[config.mk]
export PLATFORM = sky130hd
export DESIGN_NAME = humidity_temperature_frame_check
export DESIGN_NICKNAME = d
export VERILOG_FILES = /design/src/design/htfc_pkg.sv /design/src/design/htfc_front.sv /design/src/design/htfc_queue.sv /design/src/design/htfc_back.sv /design/src/design/humidity_temperature_frame_check.sv
export SDC_FILE = /design/constraint.sdc
export NUM_CORES = 1
export LEC_CHECK = 0
export ABC_AREA = 1
export BUFFER_PORTS_ARGS = -buffer_cell sky130_fd_sc_hd__buf_4
export CORE_MARGIN = 3
export CORE_UTILIZATION = 25
export CTS_CLUSTER_DIAMETER = 50
export DETAILED_ROUTE_END_ITERATION = 6
export GPL_ROUTABILITY_DRIVEN = 0
export MAX_ROUTING_LAYER = met4
export PLACE_DENSITY_LB_ADDON = 0.05
export REMOVE_ABC_BUFFERS = 1
export SLEW_MARGIN = 20
export SYNTH_ARGS = -nofsm -noshare
export SYNTH_HDL_FRONTEND = slang
export SYNTH_SLANG_ARGS = --single-unit
[constraint.sdc]
create_clock -name clk -period 12.7 [get_ports clk]
set_input_delay 1.27 -clock clk [delete_from_list [all_inputs] [get_ports clk]]
set_output_delay 1.27 -clock clk [all_outputs]
set_load 0.05 [all_outputs]
[src/design/htfc_pkg.sv]
`timescale 1ns / 1ps

package htfc_pkg;

  // CRC-8 of the sensor frame: poly x^8+x^5+x^4+1, preset to all ones
  localparam logic [7:0] CRC_POLY = 8'h31;
  localparam logic [7:0] CRC_INIT = 8'hFF;

  // Frame layout
  localparam int unsigned DATA_W    = 40;
  localparam int unsigned RAW_W     = 20;
  localparam int unsigned HUM_W     = 14;
  localparam int unsigned TMP_W     = 15;
  localparam logic [2:0]  POS_IDLE  = 3'd0;
  localparam logic [2:0]  POS_FIRST = 3'd1;
  localparam logic [2:0]  POS_LAST  = 3'd6;

  // Scaling to hundredths: value = (raw * scale) >> 20, temperature offset
  localparam logic [13:0] HUM_SCALE  = 14'd10000;
  localparam logic [14:0] TMP_SCALE  = 15'd20000;
  localparam logic [14:0] TMP_OFFSET = 15'd5000;

  // Default depth of the frame queue between front and back
  localparam int unsigned QUEUE_DEPTH_DEFAULT = 2;

  // One finished frame as handed from the front to the back
  typedef struct packed {
    logic [7:0]        status;
    logic [DATA_W-1:0] data;
    logic              ok;
  } frame_rec_t;

  // One byte step of the CRC, MSB first
  function automatic logic [7:0] crc_byte(input logic [7:0] crc, input logic [7:0] b);
    logic [7:0] c;
    c = crc ^ b;
    for (int k = 0; k < 8; k++) begin
      if (c[7]) begin
        c = {c[6:0], 1'b0} ^ CRC_POLY;
      end else begin
        c = {c[6:0], 1'b0};
      end
    end
    return c;
  endfunction

endpackage

[src/design/htfc_front.sv]
`timescale 1ns / 1ps

module htfc_front (
  input  logic                clk,
  input  logic                rst_n,
  input  logic                in_valid,
  output logic                in_stall,
  input  logic [7:0]          in_data_byte,
  input  logic                in_frame_start,
  input  logic                cfg_valid,
  output logic                cfg_ready,
  input  logic                cfg_check_crc,
  input  logic                q_full,
  output logic                q_push,
  output htfc_pkg::frame_rec_t q_rec
);
  import htfc_pkg::*;

  logic [2:0]        pos_r, pos_nxt;
  logic [7:0]        crc_r, crc_nxt;
  logic [DATA_W-1:0] data_r, data_nxt;
  logic [7:0]        status_r, status_nxt;
  logic              check_r;
  logic              take;

  // Hold off bytes only while the queue has no room for a finished frame
  assign in_stall  = q_full;
  assign cfg_ready = 1'b1;
  assign take      = in_valid && !in_stall;

  // Walk the frame one word at a time
  always_comb begin
    pos_nxt    = pos_r;
    crc_nxt    = crc_r;
    data_nxt   = data_r;
    status_nxt = status_r;
    q_push     = 1'b0;
    q_rec      = '{status: status_r, data: data_r, ok: 1'b1};
    if (take) begin
      priority if (in_frame_start) begin
        status_nxt = in_data_byte;
        crc_nxt    = crc_byte(CRC_INIT, in_data_byte);
        data_nxt   = '0;
        pos_nxt    = POS_FIRST;
      end else if (pos_r == POS_IDLE) begin
        pos_nxt = POS_IDLE;
      end else if (pos_r >= POS_LAST) begin
        // CRC word closes the frame
        q_push   = 1'b1;
        q_rec.ok = (crc_r == in_data_byte);
        pos_nxt  = POS_IDLE;
      end else begin
        crc_nxt  = crc_byte(crc_r, in_data_byte);
        data_nxt = {data_r[DATA_W-9:0], in_data_byte};
        pos_nxt  = pos_r + 3'd1;
        // Without CRC checking the sixth word closes the frame
        if (pos_r == POS_LAST - 3'd1 && !check_r) begin
          q_push     = 1'b1;
          q_rec.data = data_nxt;
          pos_nxt    = POS_IDLE;
        end
      end
    end
  end

  always_ff @(posedge clk) begin
    if (!rst_n) begin
      pos_r    <= POS_IDLE;
      crc_r    <= CRC_INIT;
      data_r   <= '0;
      status_r <= '0;
      check_r  <= 1'b1;
    end else begin
      pos_r    <= pos_nxt;
      crc_r    <= crc_nxt;
      data_r   <= data_nxt;
      status_r <= status_nxt;
      if (cfg_valid && cfg_ready) begin
        check_r <= cfg_check_crc;
      end
    end
  end

endmodule

[src/design/htfc_queue.sv]
`timescale 1ns / 1ps

module htfc_queue #(
  parameter int unsigned DEPTH = htfc_pkg::QUEUE_DEPTH_DEFAULT
) (
  input  logic                 clk,
  input  logic                 rst_n,
  input  logic                 push,
  input  htfc_pkg::frame_rec_t push_rec,
  output logic                 full,
  input  logic                 pop,
  output logic                 not_empty,
  output htfc_pkg::frame_rec_t head_rec
);
  import htfc_pkg::*;

  localparam int unsigned PTR_W = (DEPTH > 1) ? $clog2(DEPTH) : 1;
  localparam int unsigned CNT_W = $clog2(DEPTH + 1);
  localparam logic [PTR_W-1:0] LAST_PTR = PTR_W'(DEPTH - 1);
  localparam logic [CNT_W-1:0] FULL_CNT = CNT_W'(DEPTH);

  frame_rec_t       slot_r [DEPTH];
  logic [PTR_W-1:0] wr_ptr_r, rd_ptr_r;
  logic [CNT_W-1:0] cnt_r;
  logic             do_push, do_pop;

  assign full      = (cnt_r == FULL_CNT);
  assign not_empty = (cnt_r != '0);
  assign head_rec  = slot_r[rd_ptr_r];
  assign do_push   = push && !full;
  assign do_pop    = pop && not_empty;

  // Store payload
  always_ff @(posedge clk) begin
    if (do_push) begin
      slot_r[wr_ptr_r] <= push_rec;
    end
  end

  // Advance pointers and occupancy
  always_ff @(posedge clk) begin
    if (!rst_n) begin
      wr_ptr_r <= '0;
      rd_ptr_r <= '0;
      cnt_r    <= '0;
    end else begin
      if (do_push) begin
        wr_ptr_r <= (wr_ptr_r == LAST_PTR) ? '0 : wr_ptr_r + PTR_W'(1);
      end
      if (do_pop) begin
        rd_ptr_r <= (rd_ptr_r == LAST_PTR) ? '0 : rd_ptr_r + PTR_W'(1);
      end
      if (do_push && !do_pop) begin
        cnt_r <= cnt_r + CNT_W'(1);
      end else if (do_pop && !do_push) begin
        cnt_r <= cnt_r - CNT_W'(1);
      end
    end
  end

endmodule

[src/design/htfc_back.sv]
`timescale 1ns / 1ps

module htfc_back (
  input  logic                 clk,
  input  logic                 rst_n,
  input  logic                 q_not_empty,
  input  htfc_pkg::frame_rec_t q_rec,
  output logic                 q_pop,
  output logic                 out_valid,
  input  logic                 out_stall,
  output logic [7:0]           out_status_byte,
  output logic [19:0]          out_humidity_raw,
  output logic [19:0]          out_temperature_raw,
  output logic [13:0]          out_humidity_centi,
  output logic signed [14:0]   out_temperature_centi,
  output logic                 out_crc_ok
);
  import htfc_pkg::*;

  logic [RAW_W-1:0]       hum_raw, tmp_raw;
  logic [RAW_W+HUM_W-1:0] hum_prod;
  logic [RAW_W+TMP_W-1:0] tmp_prod;

  // Product stage
  logic             a_valid_r;
  logic [7:0]       a_status_r;
  logic [RAW_W-1:0] a_hum_raw_r, a_tmp_raw_r;
  logic [HUM_W-1:0] a_hum_r;
  logic [TMP_W-1:0] a_tmp_r;
  logic             a_ok_r;
  logic             adv_a, adv_b;

  assign adv_b = !out_valid || !out_stall;
  assign adv_a = !a_valid_r || adv_b;
  assign q_pop = q_not_empty && adv_a;

  assign hum_raw  = q_rec.data[DATA_W-1 -: RAW_W];
  assign tmp_raw  = q_rec.data[RAW_W-1:0];
  assign hum_prod = hum_raw * HUM_SCALE;
  assign tmp_prod = tmp_raw * TMP_SCALE;

  // Scale to hundredths: keep the bits above 2^20
  always_ff @(posedge clk) begin
    if (adv_a) begin
      a_status_r  <= q_rec.status;
      a_hum_raw_r <= hum_raw;
      a_tmp_raw_r <= tmp_raw;
      a_hum_r     <= hum_prod[RAW_W+HUM_W-1:RAW_W];
      a_tmp_r     <= tmp_prod[RAW_W+TMP_W-1:RAW_W];
      a_ok_r      <= q_rec.ok;
    end
  end

  // Apply offset, zero the scaled values on a CRC failure
  always_ff @(posedge clk) begin
    if (adv_b && a_valid_r) begin
      out_status_byte       <= a_status_r;
      out_humidity_raw      <= a_hum_raw_r;
      out_temperature_raw   <= a_tmp_raw_r;
      out_humidity_centi    <= a_ok_r ? a_hum_r : '0;
      out_temperature_centi <= a_ok_r ? $signed(a_tmp_r - TMP_OFFSET) : '0;
      out_crc_ok            <= a_ok_r;
    end
  end

  always_ff @(posedge clk) begin
    if (!rst_n) begin
      a_valid_r <= 1'b0;
      out_valid <= 1'b0;
    end else begin
      if (adv_a) begin
        a_valid_r <= q_not_empty;
      end
      if (adv_b) begin
        out_valid <= a_valid_r;
      end
    end
  end

endmodule

[src/design/humidity_temperature_frame_check.sv]
`timescale 1ns / 1ps

// Sensor frame checker: takes one frame word per cycle (status, five data
// words, then a CRC word when check_crc is 1), runs CRC-8 (0x31, preset 0xFF)
// and gives one result per frame with the raw 20-bit humidity and temperature
// codes and their values in hundredths. Words are taken back to back, one per
// cycle; in_stall rises only when the frame queue (QUEUE_DEPTH entries) is full
// because results are not being taken. A result moves through registers in order:
// the edge that takes the word closing its frame writes the queue, then the
// scaling multipliers are registered, then the output register is loaded, and
// out_stall can hold it in between. check_crc is read when the sixth word arrives.
module humidity_temperature_frame_check #(
  parameter int unsigned QUEUE_DEPTH = htfc_pkg::QUEUE_DEPTH_DEFAULT
) (
  input  logic                clk,
  input  logic                rst_n,
  input  logic                in_valid,
  output logic                in_stall,
  input  logic [7:0]          in_data_byte,
  input  logic                in_frame_start,
  input  logic                cfg_valid,
  output logic                cfg_ready,
  input  logic                cfg_check_crc,
  output logic                out_valid,
  input  logic                out_stall,
  output logic [7:0]          out_status_byte,
  output logic [19:0]         out_humidity_raw,
  output logic [19:0]         out_temperature_raw,
  output logic [13:0]         out_humidity_centi,
  output logic signed [14:0]  out_temperature_centi,
  output logic                out_crc_ok
);
  import htfc_pkg::*;

  logic       q_full, q_push, q_pop, q_not_empty;
  frame_rec_t push_rec, head_rec;

  // Classify words and assemble frames
  htfc_front u_front (
    .clk            (clk),
    .rst_n          (rst_n),
    .in_valid       (in_valid),
    .in_stall       (in_stall),
    .in_data_byte   (in_data_byte),
    .in_frame_start (in_frame_start),
    .cfg_valid      (cfg_valid),
    .cfg_ready      (cfg_ready),
    .cfg_check_crc  (cfg_check_crc),
    .q_full         (q_full),
    .q_push         (q_push),
    .q_rec          (push_rec)
  );

  // Buffer finished frames
  htfc_queue #(
    .DEPTH (QUEUE_DEPTH)
  ) u_queue (
    .clk       (clk),
    .rst_n     (rst_n),
    .push      (q_push),
    .push_rec  (push_rec),
    .full      (q_full),
    .pop       (q_pop),
    .not_empty (q_not_empty),
    .head_rec  (head_rec)
  );

  // Scale and deliver results
  htfc_back u_back (
    .clk                   (clk),
    .rst_n                 (rst_n),
    .q_not_empty           (q_not_empty),
    .q_rec                 (head_rec),
    .q_pop                 (q_pop),
    .out_valid             (out_valid),
    .out_stall             (out_stall),
    .out_status_byte       (out_status_byte),
    .out_humidity_raw      (out_humidity_raw),
    .out_temperature_raw   (out_temperature_raw),
    .out_humidity_centi    (out_humidity_centi),
    .out_temperature_centi (out_temperature_centi),
    .out_crc_ok            (out_crc_ok)
  );

endmodule
==> flow_summary.toml, run 1 <==
[outcome]
run_status = "finished clean"

[placement]
placed_area_um2 = 21200
portBuffers = 94
pre_cts_slack_ns = 6.48
dp_hpwl_um = 36000

[clock_tree]
tritoncts_sinks = 321
tritoncts = "yes"
cts_hold_repair.buffers = 0
post_cts_resize_count = 0
post_cts_buffers = 0
cts_inserted_buffers = 56
master_cell_of_the_clock_root_buffer = "sky130_fd_sc_hd__clkbuf_16"
cts_buffer_depth = 3
worstSkewPairLatency_ns = 0.60
cts.htree.levels = 2
clk_pin_slew_ns = 0.05

[min_path]
min_path_cells = 0
hold_path_end = "u_back.out_temperature_raw[5]"
hold_path.class = "register to register"
hold_sp = "u_back.a_tmp_raw_r[5]"

[routing]
drtIter0Drc = 627
post-route-drc-count = 0
detail_route.vias_per_cell = 4.18
routed_wl_um = 49800
detail_route.wl_per_cell_um = 15.7
detailroute.via_count = 13200
detail-route-antenna-nets = 0
firstDrtPassIters = 5

[critical_path]
cpLargestDelayFamily = "adder cells"
worst-path-buf-inv = 6
reg2reg_depth = 19
cp_cell_sequence = "buf_4, inv_2, buf_4, or2_2, o21ai_0, inv_1, fa_1, ha_1, fa_1, ha_1, inv_1, fa_1, inv_1, ha_1, nand2_1, nor4_1, nand3_1, nand4_1, nand2_1"
rr_endpoint = "u_back.a_tmp_r[11]"
endpoint_kind = "register"
timing_worst_setup_path_type = "register to register"
timing.critical_path.fanout_max = 50
worst-endpoint-arrival_ns = 6.43
worst-endpoint-required_ns = 13.05
worstSetupStartpointType = "register"
max_stage_delay_ns = 0.52
critical-path-slowest-cell = "sky130_fd_sc_hd__fa_1"
regToRegSetupSlack_ns = 6.62

[sta]
worst_slew_pin_slew_ns = 1.06
final.min_clock_period_ns = 6.08
worst_slack_ns = 6.62
grt_setup_unrepaired = "no"
final_period_util = 0.479
hold_viol = 0
maxClockFrequency_mhz = 164
setup-tns-final_ns = 0
fin_skew_ns = 0.0201
final-setup-viol-count = 0
finalMaxSlewViolations = 0
max-slew-margin-rel = 0.296

[layout]
drive_above_1_share = 0.137
multi_input_comb_area_um2 = 8810
synthToLayoutAreaGrowth_pct = 19.0
final_cell_area_um2 = 23000
layout.nets = 2359
n_fill_cell = 8054
seqCellArea_um2 = 8970

[synth]
synthTopCellsByArea = "sky130_fd_sc_hd__edfxtp_1, sky130_fd_sc_hd__ha_1, sky130_fd_sc_hd__fa_1, sky130_fd_sc_hd__nand2_1, sky130_fd_sc_hd__dfxtp_1"
synthesis.instances = 1974
mappedNetlistArea_um2 = 19300
dominantRegCellSynth = "sky130_fd_sc_hd__edfxtp_1"
synthesized_area_divided_by_synthesized_cell_count_um2 = 9.80
post_synthesis_async_set_or_reset_flop_share = 0
ys_ff_latch = 321
synth-edff-count = 254
ys_types = 46
seq_area_frac_synth = 0.464
yosysWarningCount = 0
netlist.area_leader.share = 0.394
synth.largest_area_cell = "sky130_fd_sc_hd__edfxtp_1"

[global_route]
grt_pass1_vias = 13900
grt_use_total = 0.129
overflow = 0
antenna_found_initial = 1
grt_first_pass_wirelength_um = 80000
grt_start_max_net_pins = 82

[floorplan]
coreArea_um2 = 76300
rows = 101
floorplan.initialDensity = 0.253
die-width_um = 284
fp.dieH_um = 284
floorplan.die_area_um2 = 80700
boundaryPins = 96

[run]
max-cap-violations = 0
-- flip-flops by register name (all words and copies together) (netlist names), 14 cells and up, named ones only --
signal	cells
u_front.data_r	40
u_back.out_temperature_centi	15
u_back.a_tmp_r	15
u_back.out_temperature_raw	20
u_queue.slot_r	98
u_back.out_humidity_centi	14
u_back.a_tmp_raw_r	20
u_back.a_hum_raw_r	20
u_back.a_hum_r	14
u_back.out_humidity_raw	20
-- logic make-up (layout without fill, tap and decap cells) --
logic type,after synthesis,in the layout,share of synthesized area
other,1,2,0.000194
XOR/XNOR,33,33,0.0153
adder cells (fa/ha/maj),257,257,0.198
buffers and inverters,401,561,0.0824
flip-flops,321,321,0.464
AO/OA/AOI/OAI,300,300,0.0957
AND/OR/NAND/NOR,661,661,0.145
-- per-stage QoR --
stage                     instances  hold WS (ns)  utilization
final                          3165         0.416        0.302
after global routing           3164         0.423        0.302
after CTS                      3164         0.417        0.302
after detailed placement       3059         0.405        0.277
after global placement         3059         0.401        0.277
after floorplan                1924         0.400            -
-- cell usage after synthesis (2+ instances only) --
library cell,number
sky130_fd_sc_hd__inv_2,12
sky130_fd_sc_hd__a211oi_2,32
sky130_fd_sc_hd__nand3_1,72
sky130_fd_sc_hd__xnor2_1,11
sky130_fd_sc_hd__nand2_1,419
sky130_fd_sc_hd__a31oi_1,4
sky130_fd_sc_hd__inv_1,338
sky130_fd_sc_hd__buf_1,4
sky130_fd_sc_hd__buf_6,6
sky130_fd_sc_hd__buf_4,5
sky130_fd_sc_hd__nand3_2,2
sky130_fd_sc_hd__or2_2,20
sky130_fd_sc_hd__edfxtp_1,254
sky130_fd_sc_hd__nand2_4,4
sky130_fd_sc_hd__nor4_1,4
sky130_fd_sc_hd__ha_1,175
sky130_fd_sc_hd__a21o_1,14
sky130_fd_sc_hd__dfxtp_1,67
sky130_fd_sc_hd__nor3_1,22
sky130_fd_sc_hd__o21ai_0,62
sky130_fd_sc_hd__nand4_1,7
sky130_fd_sc_hd__xor2_1,21
sky130_fd_sc_hd__or2_0,7
sky130_fd_sc_hd__or2_1,2
sky130_fd_sc_hd__nand2_2,8
sky130_fd_sc_hd__a21oi_1,118
sky130_fd_sc_hd__buf_2,18
sky130_fd_sc_hd__clkbuf_1,17
sky130_fd_sc_hd__a21boi_0,2
sky130_fd_sc_hd__o21a_1,3
sky130_fd_sc_hd__o21ai_2,5
sky130_fd_sc_hd__fa_1,82
sky130_fd_sc_hd__o21ai_1,46
sky130_fd_sc_hd__nor2_1,89
sky130_fd_sc_hd__o21bai_1,11
-- metal layers --
layer / global-route usage / routed length, um / vias up
li1: - / - / 6760
met1: 0.178 / 25300 / 6239
met2: 0.194 / 21700 / 162
met3: 0.0210 / 1710 / 70
met4: 0.0394 / 1060 / 0
met5: - / 0 / -
-- worst max-delay path by stage --
stage | endpoint | slack, ns | cells past startpoint | startpoint
6_report | u_back.a_tmp_r[11] | 6.62 | 19 | register
5_1_grt | u_back.a_tmp_r[14] | 6.18 | 24 | register
4_1_cts | u_back.a_tmp_r[11] | 6.49 | 19 | register
3_5_place_dp | u_back.a_tmp_r[11] | 6.48 | 19 | register
3_3_place_gp | u_back.a_tmp_r[11] | 6.42 | 19 | register
2_1_floorplan | u_back.a_tmp_r[14] | 6.98 | 22 | register
-- cell usage in the layout, fill, tap and decap left out, types with 11 or more instances in the layout --
cell,instances
sky130_fd_sc_hd__nand2_1,418
sky130_fd_sc_hd__xor2_1,21
sky130_fd_sc_hd__a21oi_1,118
sky130_fd_sc_hd__dfxtp_1,66
sky130_fd_sc_hd__or2_2,20
sky130_fd_sc_hd__o21ai_1,47
sky130_fd_sc_hd__a21o_1,14
sky130_fd_sc_hd__fa_1,82
sky130_fd_sc_hd__o21bai_1,11
sky130_fd_sc_hd__edfxtp_1,254
sky130_fd_sc_hd__xnor2_1,11
sky130_fd_sc_hd__inv_1,338
sky130_fd_sc_hd__o21ai_0,60
sky130_fd_sc_hd__inv_2,12
sky130_fd_sc_hd__a211oi_2,32
sky130_fd_sc_hd__ha_1,175
sky130_fd_sc_hd__nand3_1,72
sky130_fd_sc_hd__clkbuf_16,56
sky130_fd_sc_hd__buf_4,105
sky130_fd_sc_hd__nor2_1,86
sky130_fd_sc_hd__inv_6,16
sky130_fd_sc_hd__nor3_1,22
-- area by class of cell --
type                       count  area share
antenna                        1    0.000109
clock buffer                  65      0.0628
clock inverter                40      0.0173
inverter                     351      0.0573
multi-input combinational   1252       0.383
sequential                   321       0.390
tap                         1030      0.0560
timing repair buffer         105      0.0342
Power of run 1 is left out: the tool's default activity adds up to more than one toggle a clock period on the data nets, which glitch-free logic cannot reach.
==> run 2: changes to the inputs <==
--- a/config.mk
+++ b/config.mk
@@ -5,7 +5,7 @@
 export SDC_FILE = /design/constraint.sdc
 export NUM_CORES = 1
 export LEC_CHECK = 0
-export ABC_AREA = 1
+export ABC_AREA = 0
 export BUFFER_PORTS_ARGS = -buffer_cell sky130_fd_sc_hd__buf_4
 export CORE_MARGIN = 3
 export CORE_UTILIZATION = 25
==> constraint.sdc (replaced) <==
create_clock -name clk -period 5.27 [get_ports clk]
set_input_delay 0.527 -clock clk [delete_from_list [all_inputs] [get_ports clk]]
set_output_delay 0.527 -clock clk [all_outputs]
set_load 0.05 [all_outputs]
==> flow_summary.toml, run 2 <==
[min_path]
min_path_cells = 2
hold_path.class = "input port to register"

[layout]
n_fill_cell = 7265
most-common-layout-cells = "sky130_fd_sc_hd__edfxtp_1, sky130_fd_sc_hd__buf_4, sky130_fd_sc_hd__inv_1"
final_cell_area_um2 = 23500
layout_commonest_cell = "sky130_fd_sc_hd__edfxtp_1"
synthToLayoutAreaGrowth_pct = 27.4
drive_above_1_share = 0.275
largest_registers_in_the_final_layout = "u_queue.slot_r x98, u_front.data_r x40"
antenna_diodes = 0
largest_register_ff_count = 98
layout.nets = 1965
max_flop_register = "u_queue.slot_r"

[synth]
synth_xor_xnor_area_share = 0.0393
post_synthesis_async_set_or_reset_flop_share = 0
synth_simple_gate_area_frac = 0.0633
ys_ff_latch = 321
post_synthesis_share_of_cell_area_spent_on_full_adders_half_adders_and_majority_gates = 0.208
mappedNetlistArea_um2 = 18400
post_synthesis_compound_gate_area_fraction = 0.0769
synth-edff-count = 254
leading_post_synthesis_cells_by_instance_count = "sky130_fd_sc_hd__edfxtp_1, sky130_fd_sc_hd__inv_1, sky130_fd_sc_hd__ha_1, sky130_fd_sc_hd__fa_1, sky130_fd_sc_hd__dfxtp_1"
synth.most_common_cell = "sky130_fd_sc_hd__edfxtp_1"
synthesized_area_divided_by_synthesized_cell_count_um2 = 12.8
seq_area_frac_synth = 0.487
ys_types = 67
yosys-mux-area-fraction = 0.0716
synth.largest_area_cell = "sky130_fd_sc_hd__edfxtp_1"
synthesis.instances = 1436
netlist.area_leader.share = 0.414
yosysWarningCount = 0
synthTopCellsByArea = "sky130_fd_sc_hd__edfxtp_1, sky130_fd_sc_hd__ha_1, sky130_fd_sc_hd__fa_1, sky130_fd_sc_hd__dfxtp_1, sky130_fd_sc_hd__inv_1"
dominantRegCellSynth = "sky130_fd_sc_hd__edfxtp_1"
largest_family_of_logic_cells_by_synthesized_area = "adder cells"

[routing]
routed_wl_um = 42400
detailroute.via_count = 11100
drtIter0Drc = 357
detail_route.vias_per_cell = 4.12
detail-route-antenna-nets = 0
firstDrtPassIters = 4
detail_route.wl_per_cell_um = 15.8
post-route-drc-count = 0

[placement]
placed_area_um2 = 21300
portBuffers = 94
dp_hpwl_um = 31000

[sta]
maxClockFrequency_mhz = 198
final-setup-viol-count = 0
final.min_clock_period_ns = 5.05
max-slew-margin-rel = 0.398
worst_slew_pin_slew_ns = 0.903
final_period_util = 0.958
fin_skew_ns = 0.0294
setup-tns-final_ns = 0
finalMaxSlewViolations = 0
hold_viol = 0
grt_setup_unrepaired = "yes"

[pwr]
peakVddDrop_v = 0.000406
internal-power_mw = 9.29
sequentialPowerShare = 0.225
power_density_nw_per_um2 = 657
power_frac_clock = 0.216
sw_frac_of_total = 0.397
power_spent_charging_and_discharging_nets_mw = 6.12
cellLeakagePower_nw = 10.2
share_of_total_power_in_combinational_logic = 0.559

[floorplan]
boundaryPins = 96
floorplan.initialDensity = 0.255
rows = 98
floorplan.die_area_um2 = 76900
die-width_um = 277
coreArea_um2 = 72200
fp.dieH_um = 277

[clock_tree]
master_cell_of_the_clock_root_buffer = "sky130_fd_sc_hd__clkbuf_16"
cts_inserted_buffers = 51
cts.htree.levels = 2
worstSkewPairLatency_ns = 0.61
cts_hold_repair.buffers = 0
cts_buffer_depth = 3
tritoncts_sinks = 321
tritoncts = "yes"
clk_pin_slew_ns = 0.05

[critical_path]
critical-path-slowest-cell = "sky130_fd_sc_hd__fa_1"
cp_cell_sequence = "clkbuf_16, mux2_4, fa_1, ha_1, fa_1, ha_1, inv_1, fa_1, inv_1, ha_1, a21o_1, nand4_1, a32oi_1, a31oi_4, a31oi_4, or2_1, a311o_1"
timing.critical_path.fanout_max = 6
worst-path-buf-inv = 3
worst-endpoint-required_ns = 5.61
reg2reg_depth = 17
worstSetupStartpointType = "register"
timing_worst_setup_path_type = "register to register"
max_stage_delay_ns = 0.50
timing.critical_path.depth = 17
endpoint_kind = "register"
cpLargestDelayFamily = "adder cells"
worst-endpoint-arrival_ns = 5.39

[outcome]
run_status = "finished clean"

[global_route]
antenna_found_initial = 1
grt_use_total = 0.113
grt_start_max_net_pins = 68
grt_busiest_layer = "met2"
grt_pass1_vias = 11700
grt_first_pass_wirelength_um = 67200
groute.layer.met3.usage = 0.0210
overflow = 0
grt.met1_usage = 0.154
met2_usage = 0.173

[run]
max-cap-violations = 0
==> run 2: through the flow <==
stage	worst slack (ns)	hold slack (ns)	power, mW	instances	utilization
after global routing	-0.0291	0.106	16.9	2686	0.325
after global placement	-0.0531	0.403	11.7	2584	0.295
final	0.223	0.126	15.4	2686	0.325
after detailed placement	-0.0355	0.405	11.7	2584	0.295
after CTS	0.0118	0.0681	15.2	2680	0.319
after floorplan	-1.56	0.400	8.72	1385	-
==> run 2: final timing paths <==
kind | startpoint | end | slack [ns]
worst max-delay path | register | u_back.a_tmp_r[13] | 0.22
worst min-delay path | cfg_valid | u_front.check_r | 0.13
worst max register to register | register | u_back.a_tmp_r[13] | 0.22
worst min register to register | u_back.a_hum_raw_r[4] | u_back.out_humidity_raw[4] | 0.41
==> run 2: repair_timing <==
action,CTS,global route
pin swaps,0,16
gates cloned,0,1
gates resized for setup,3,78
setup endpoints to repair,6,22
buffers inserted,0,5
==> run 2: kinds of logic after synthesis <==
group	Yosys count
AO/OA/AOI/OAI	207
XOR/XNOR	81
adder cells (fa/ha/maj)	257
buffers and inverters	251
flip-flops	321
multiplexers	108
other	1
AND/OR/NAND/NOR	210
==> run 2: layout make-up <==
type,instances,area (um^2),area share
sequential,321,8970,0.383
clock inverter,35,395,0.0169
timing repair buffer,255,1980,0.0844
multi-input combinational,864,8840,0.377
clock buffer,61,1320,0.0564
inverter,200,751,0.0320
tap,950,1190,0.0507
==> run 2: layer usage <==
layer  up-vias  wire [um]
met3        67       1690
met1      5285      20700
li1       5577          -
met2       138      19000
met5         -          0
met4         0        933
==> run 2: power groups by stage <==
| stage | clock network [mW] | registers, mW | logic (mW) |
|---|---|---|---|
| detailed placement | 0 | 3.52 | 8.16 |
| global placement | 0 | 3.52 | 8.23 |
| finish | 3.32 | 3.47 | 8.62 |
| floorplan | 0 | 4.02 | 4.70 |
| global route | 3.57 | 3.51 | 9.79 |
| CTS | 3.48 | 3.47 | 8.25 |
(Power assumes the default switching activity.)
==> run 3: changes to the inputs <==
==> constraint.sdc (replaced) <==
create_clock -name clk -period 4.1 [get_ports clk]
set_input_delay 0.41 -clock clk [delete_from_list [all_inputs] [get_ports clk]]
set_output_delay 0.41 -clock clk [all_outputs]
set_load 0.05 [all_outputs]
==> flow_summary.toml, run 3 (same netlist as run 2, synthesis figures left out) <==
[floorplan]
coreArea_um2 = 72200
floorplan.initialDensity = 0.255
die-width_um = 277
boundaryPins = 96
fp.dieH_um = 277
floorplan.die_area_um2 = 76900
rows = 98

[routing]
routed_wl_um = 44300
detail_route.wl_per_cell_um = 15.8
detailroute.via_count = 11700
drtIter0Drc = 420
detail-route-antenna-nets = 0
firstDrtPassIters = 4
post-route-drc-count = 0
detail_route.vias_per_cell = 4.15

[sta]
final-setup-viol-count = 29
max-slew-margin-rel = 0.433
worst_slew_pin_slew_ns = 0.850
final_period_util = 1.19
maxClockFrequency_mhz = 205
worst_slack_ns = -0.777
grt_setup_unrepaired = "yes"
final.min_clock_period_ns = 4.88
fin_skew_ns = 0.0270
finalMaxSlewViolations = 0
hold_viol = 0

[critical_path]
worstSetupStartpointType = "register"
worst-path-buf-inv = 5
critical-path-slowest-cell = "sky130_fd_sc_hd__fa_1"
timing.critical_path.fanout_max = 7
cp_cell_sequence = "buf_12, mux2_4, buf_6, fa_1, ha_4, fa_2, ha_4, inv_2, fa_1, inv_2, ha_4, a21o_1, nand4_1, a32oi_2, a31oi_4, a31oi_2, buf_4, nor4_2, a311o_1"
timing_worst_setup_path_type = "register to register"
cpLargestDelayFamily = "adder cells"
endpoint_kind = "register"
worst-endpoint-arrival_ns = 5.23
max_stage_delay_ns = 0.57
worst-endpoint-required_ns = 4.45
cp_common_cell = "sky130_fd_sc_hd__ha_4"

[clock_tree]
tritoncts_sinks = 321
cts.htree.levels = 2
tritoncts = "yes"
clk_pin_slew_ns = 0.05
cts_inserted_buffers = 54
master_cell_of_the_clock_root_buffer = "sky130_fd_sc_hd__clkbuf_16"
cts_buffer_depth = 3
worstSkewPairLatency_ns = 0.62

[layout]
n_fill_cell = 7087
layout_commonest_cell = "sky130_fd_sc_hd__buf_4"
largest_register_ff_count = 98
most-common-layout-cells = "sky130_fd_sc_hd__buf_4, sky130_fd_sc_hd__edfxtp_1, sky130_fd_sc_hd__inv_1"
antenna_diodes = 0
layout.nets = 2088
max_flop_register = "u_queue.slot_r"
synthToLayoutAreaGrowth_pct = 40.4
utilization = 0.358
drive_above_1_share = 0.404
largest_registers_in_the_final_layout = "u_queue.slot_r x98, u_front.data_r x40"

[run]
max-cap-violations = 0

[global_route]
grt_pass1_vias = 12500
grt_start_max_net_pins = 68
overflow = 0
grt_use_total = 0.119
antenna_found_initial = 0
grt_first_pass_wirelength_um = 70600

[placement]
pre_cts_slack_ns = -1.16
dp_hpwl_um = 31800
portBuffers = 94

[min_path]
hold_path.class = "input port to register"

[pwr]
power_density_nw_per_um2 = 934
peakVddDrop_v = 0.000705
cellLeakagePower_nw = 11.0

[outcome]
run_status = "complete, but fails checks"
failing_checks = "setup timing"
[run 3: cell count changes in the layout (fill, tap and decap cells not counted), sizes merged]
cell         previous run  this run
clkinv                 15        19
buf                   254       373
clkinvlp                7         5
dlygate4sd3             0         2
bufinv                  4         6
inv                   209       210
[run 3: repair_timing]
item                       in CTS  in global routing
hold buffers                    2                  0
pin swaps                     127                 44
gates cloned                    2                  0
buffers inserted               56                 11
gates resized for setup       245                 64
hold endpoints to repair        1                  0
setup endpoints to repair      29                 29
[run 3: metrics by stage]
| step | std cells | cell area [um^2] | setup TNS (ns) | hold WS [ns] | power, mW |
|---|---|---|---|---|---|
| 3_5_place_dp | 2644 | 21800 | -28.42 | 0.405 | 15.6 |
| 5_1_grt | 2812 | 25900 | -24.15 | 0.106 | 26.2 |
| 4_1_cts | 2805 | 25500 | -19.60 | 0.0821 | 23.5 |
| 6_report | 2812 | 25900 | -18.88 | 0.133 | 24.1 |
| 3_3_place_gp | 2644 | 21800 | -28.26 | 0.400 | 15.7 |
| 2_1_floorplan | 1385 | 18200 | -300.71 | 0.400 | 11.2 |
[run 3: final timing paths]
kind                    startpoint                    endpoint  slack [ns]  cells past startpoint
max                       register          u_back.a_tmp_r[13]       -0.78                     19
min                      out_stall            u_back.out_valid        0.13                      3
max reg2reg               register          u_back.a_tmp_r[13]       -0.78                     19
min reg2reg  u_back.a_hum_raw_r[8]  u_back.out_humidity_raw[8]        0.41                      0
[run 3: area by class of cell]
class / count / area [um^2] / share of cell area
Inverter: 200 / 766 / 0.0296
Clock inverter: 40 / 490 / 0.0190
Sequential cell: 321 / 8970 / 0.347
Tap cell: 950 / 1190 / 0.0460
Timing Repair Buffer: 375 / 3060 / 0.118
Clock buffer: 62 / 1420 / 0.0550
Multi-Input combinational cell: 864 / 9950 / 0.385
[run 3: routing by layer]
layer | routed length [um] | vias up | global-route usage
met5 | 0 | - | -
met4 | 860 | 0 | 0.0300
met3 | 1730 | 57 | 0.0239
met2 | 20800 | 146 | 0.189
met1 | 21000 | 5640 | 0.155
li1 | - | 5814 | -
[run 3: worst register-to-register path, cell delays in order, from the launching register on]
cell                      delay [ns]
sky130_fd_sc_hd__dfxtp_4        0.39
sky130_fd_sc_hd__buf_12         0.15
sky130_fd_sc_hd__mux2_4         0.32
sky130_fd_sc_hd__buf_6          0.12
sky130_fd_sc_hd__fa_1           0.57
sky130_fd_sc_hd__ha_4           0.21
sky130_fd_sc_hd__fa_2           0.57
sky130_fd_sc_hd__ha_4           0.14
sky130_fd_sc_hd__inv_2          0.03
sky130_fd_sc_hd__fa_1           0.51
sky130_fd_sc_hd__inv_2          0.05
sky130_fd_sc_hd__ha_4           0.28
sky130_fd_sc_hd__a21o_1         0.15
sky130_fd_sc_hd__nand4_1        0.13
sky130_fd_sc_hd__a32oi_2        0.24
sky130_fd_sc_hd__a31oi_4        0.07
sky130_fd_sc_hd__a31oi_2        0.16
sky130_fd_sc_hd__buf_4          0.17
sky130_fd_sc_hd__nor4_2         0.04
sky130_fd_sc_hd__a311o_1        0.32
[run 3: report_power, final]
group / internal, mW / switching [mW]
registers: 4.28 / 0.182
clock network: 2.92 / 1.75
logic: 7.45 / 7.56
total: 14.7 / 9.49
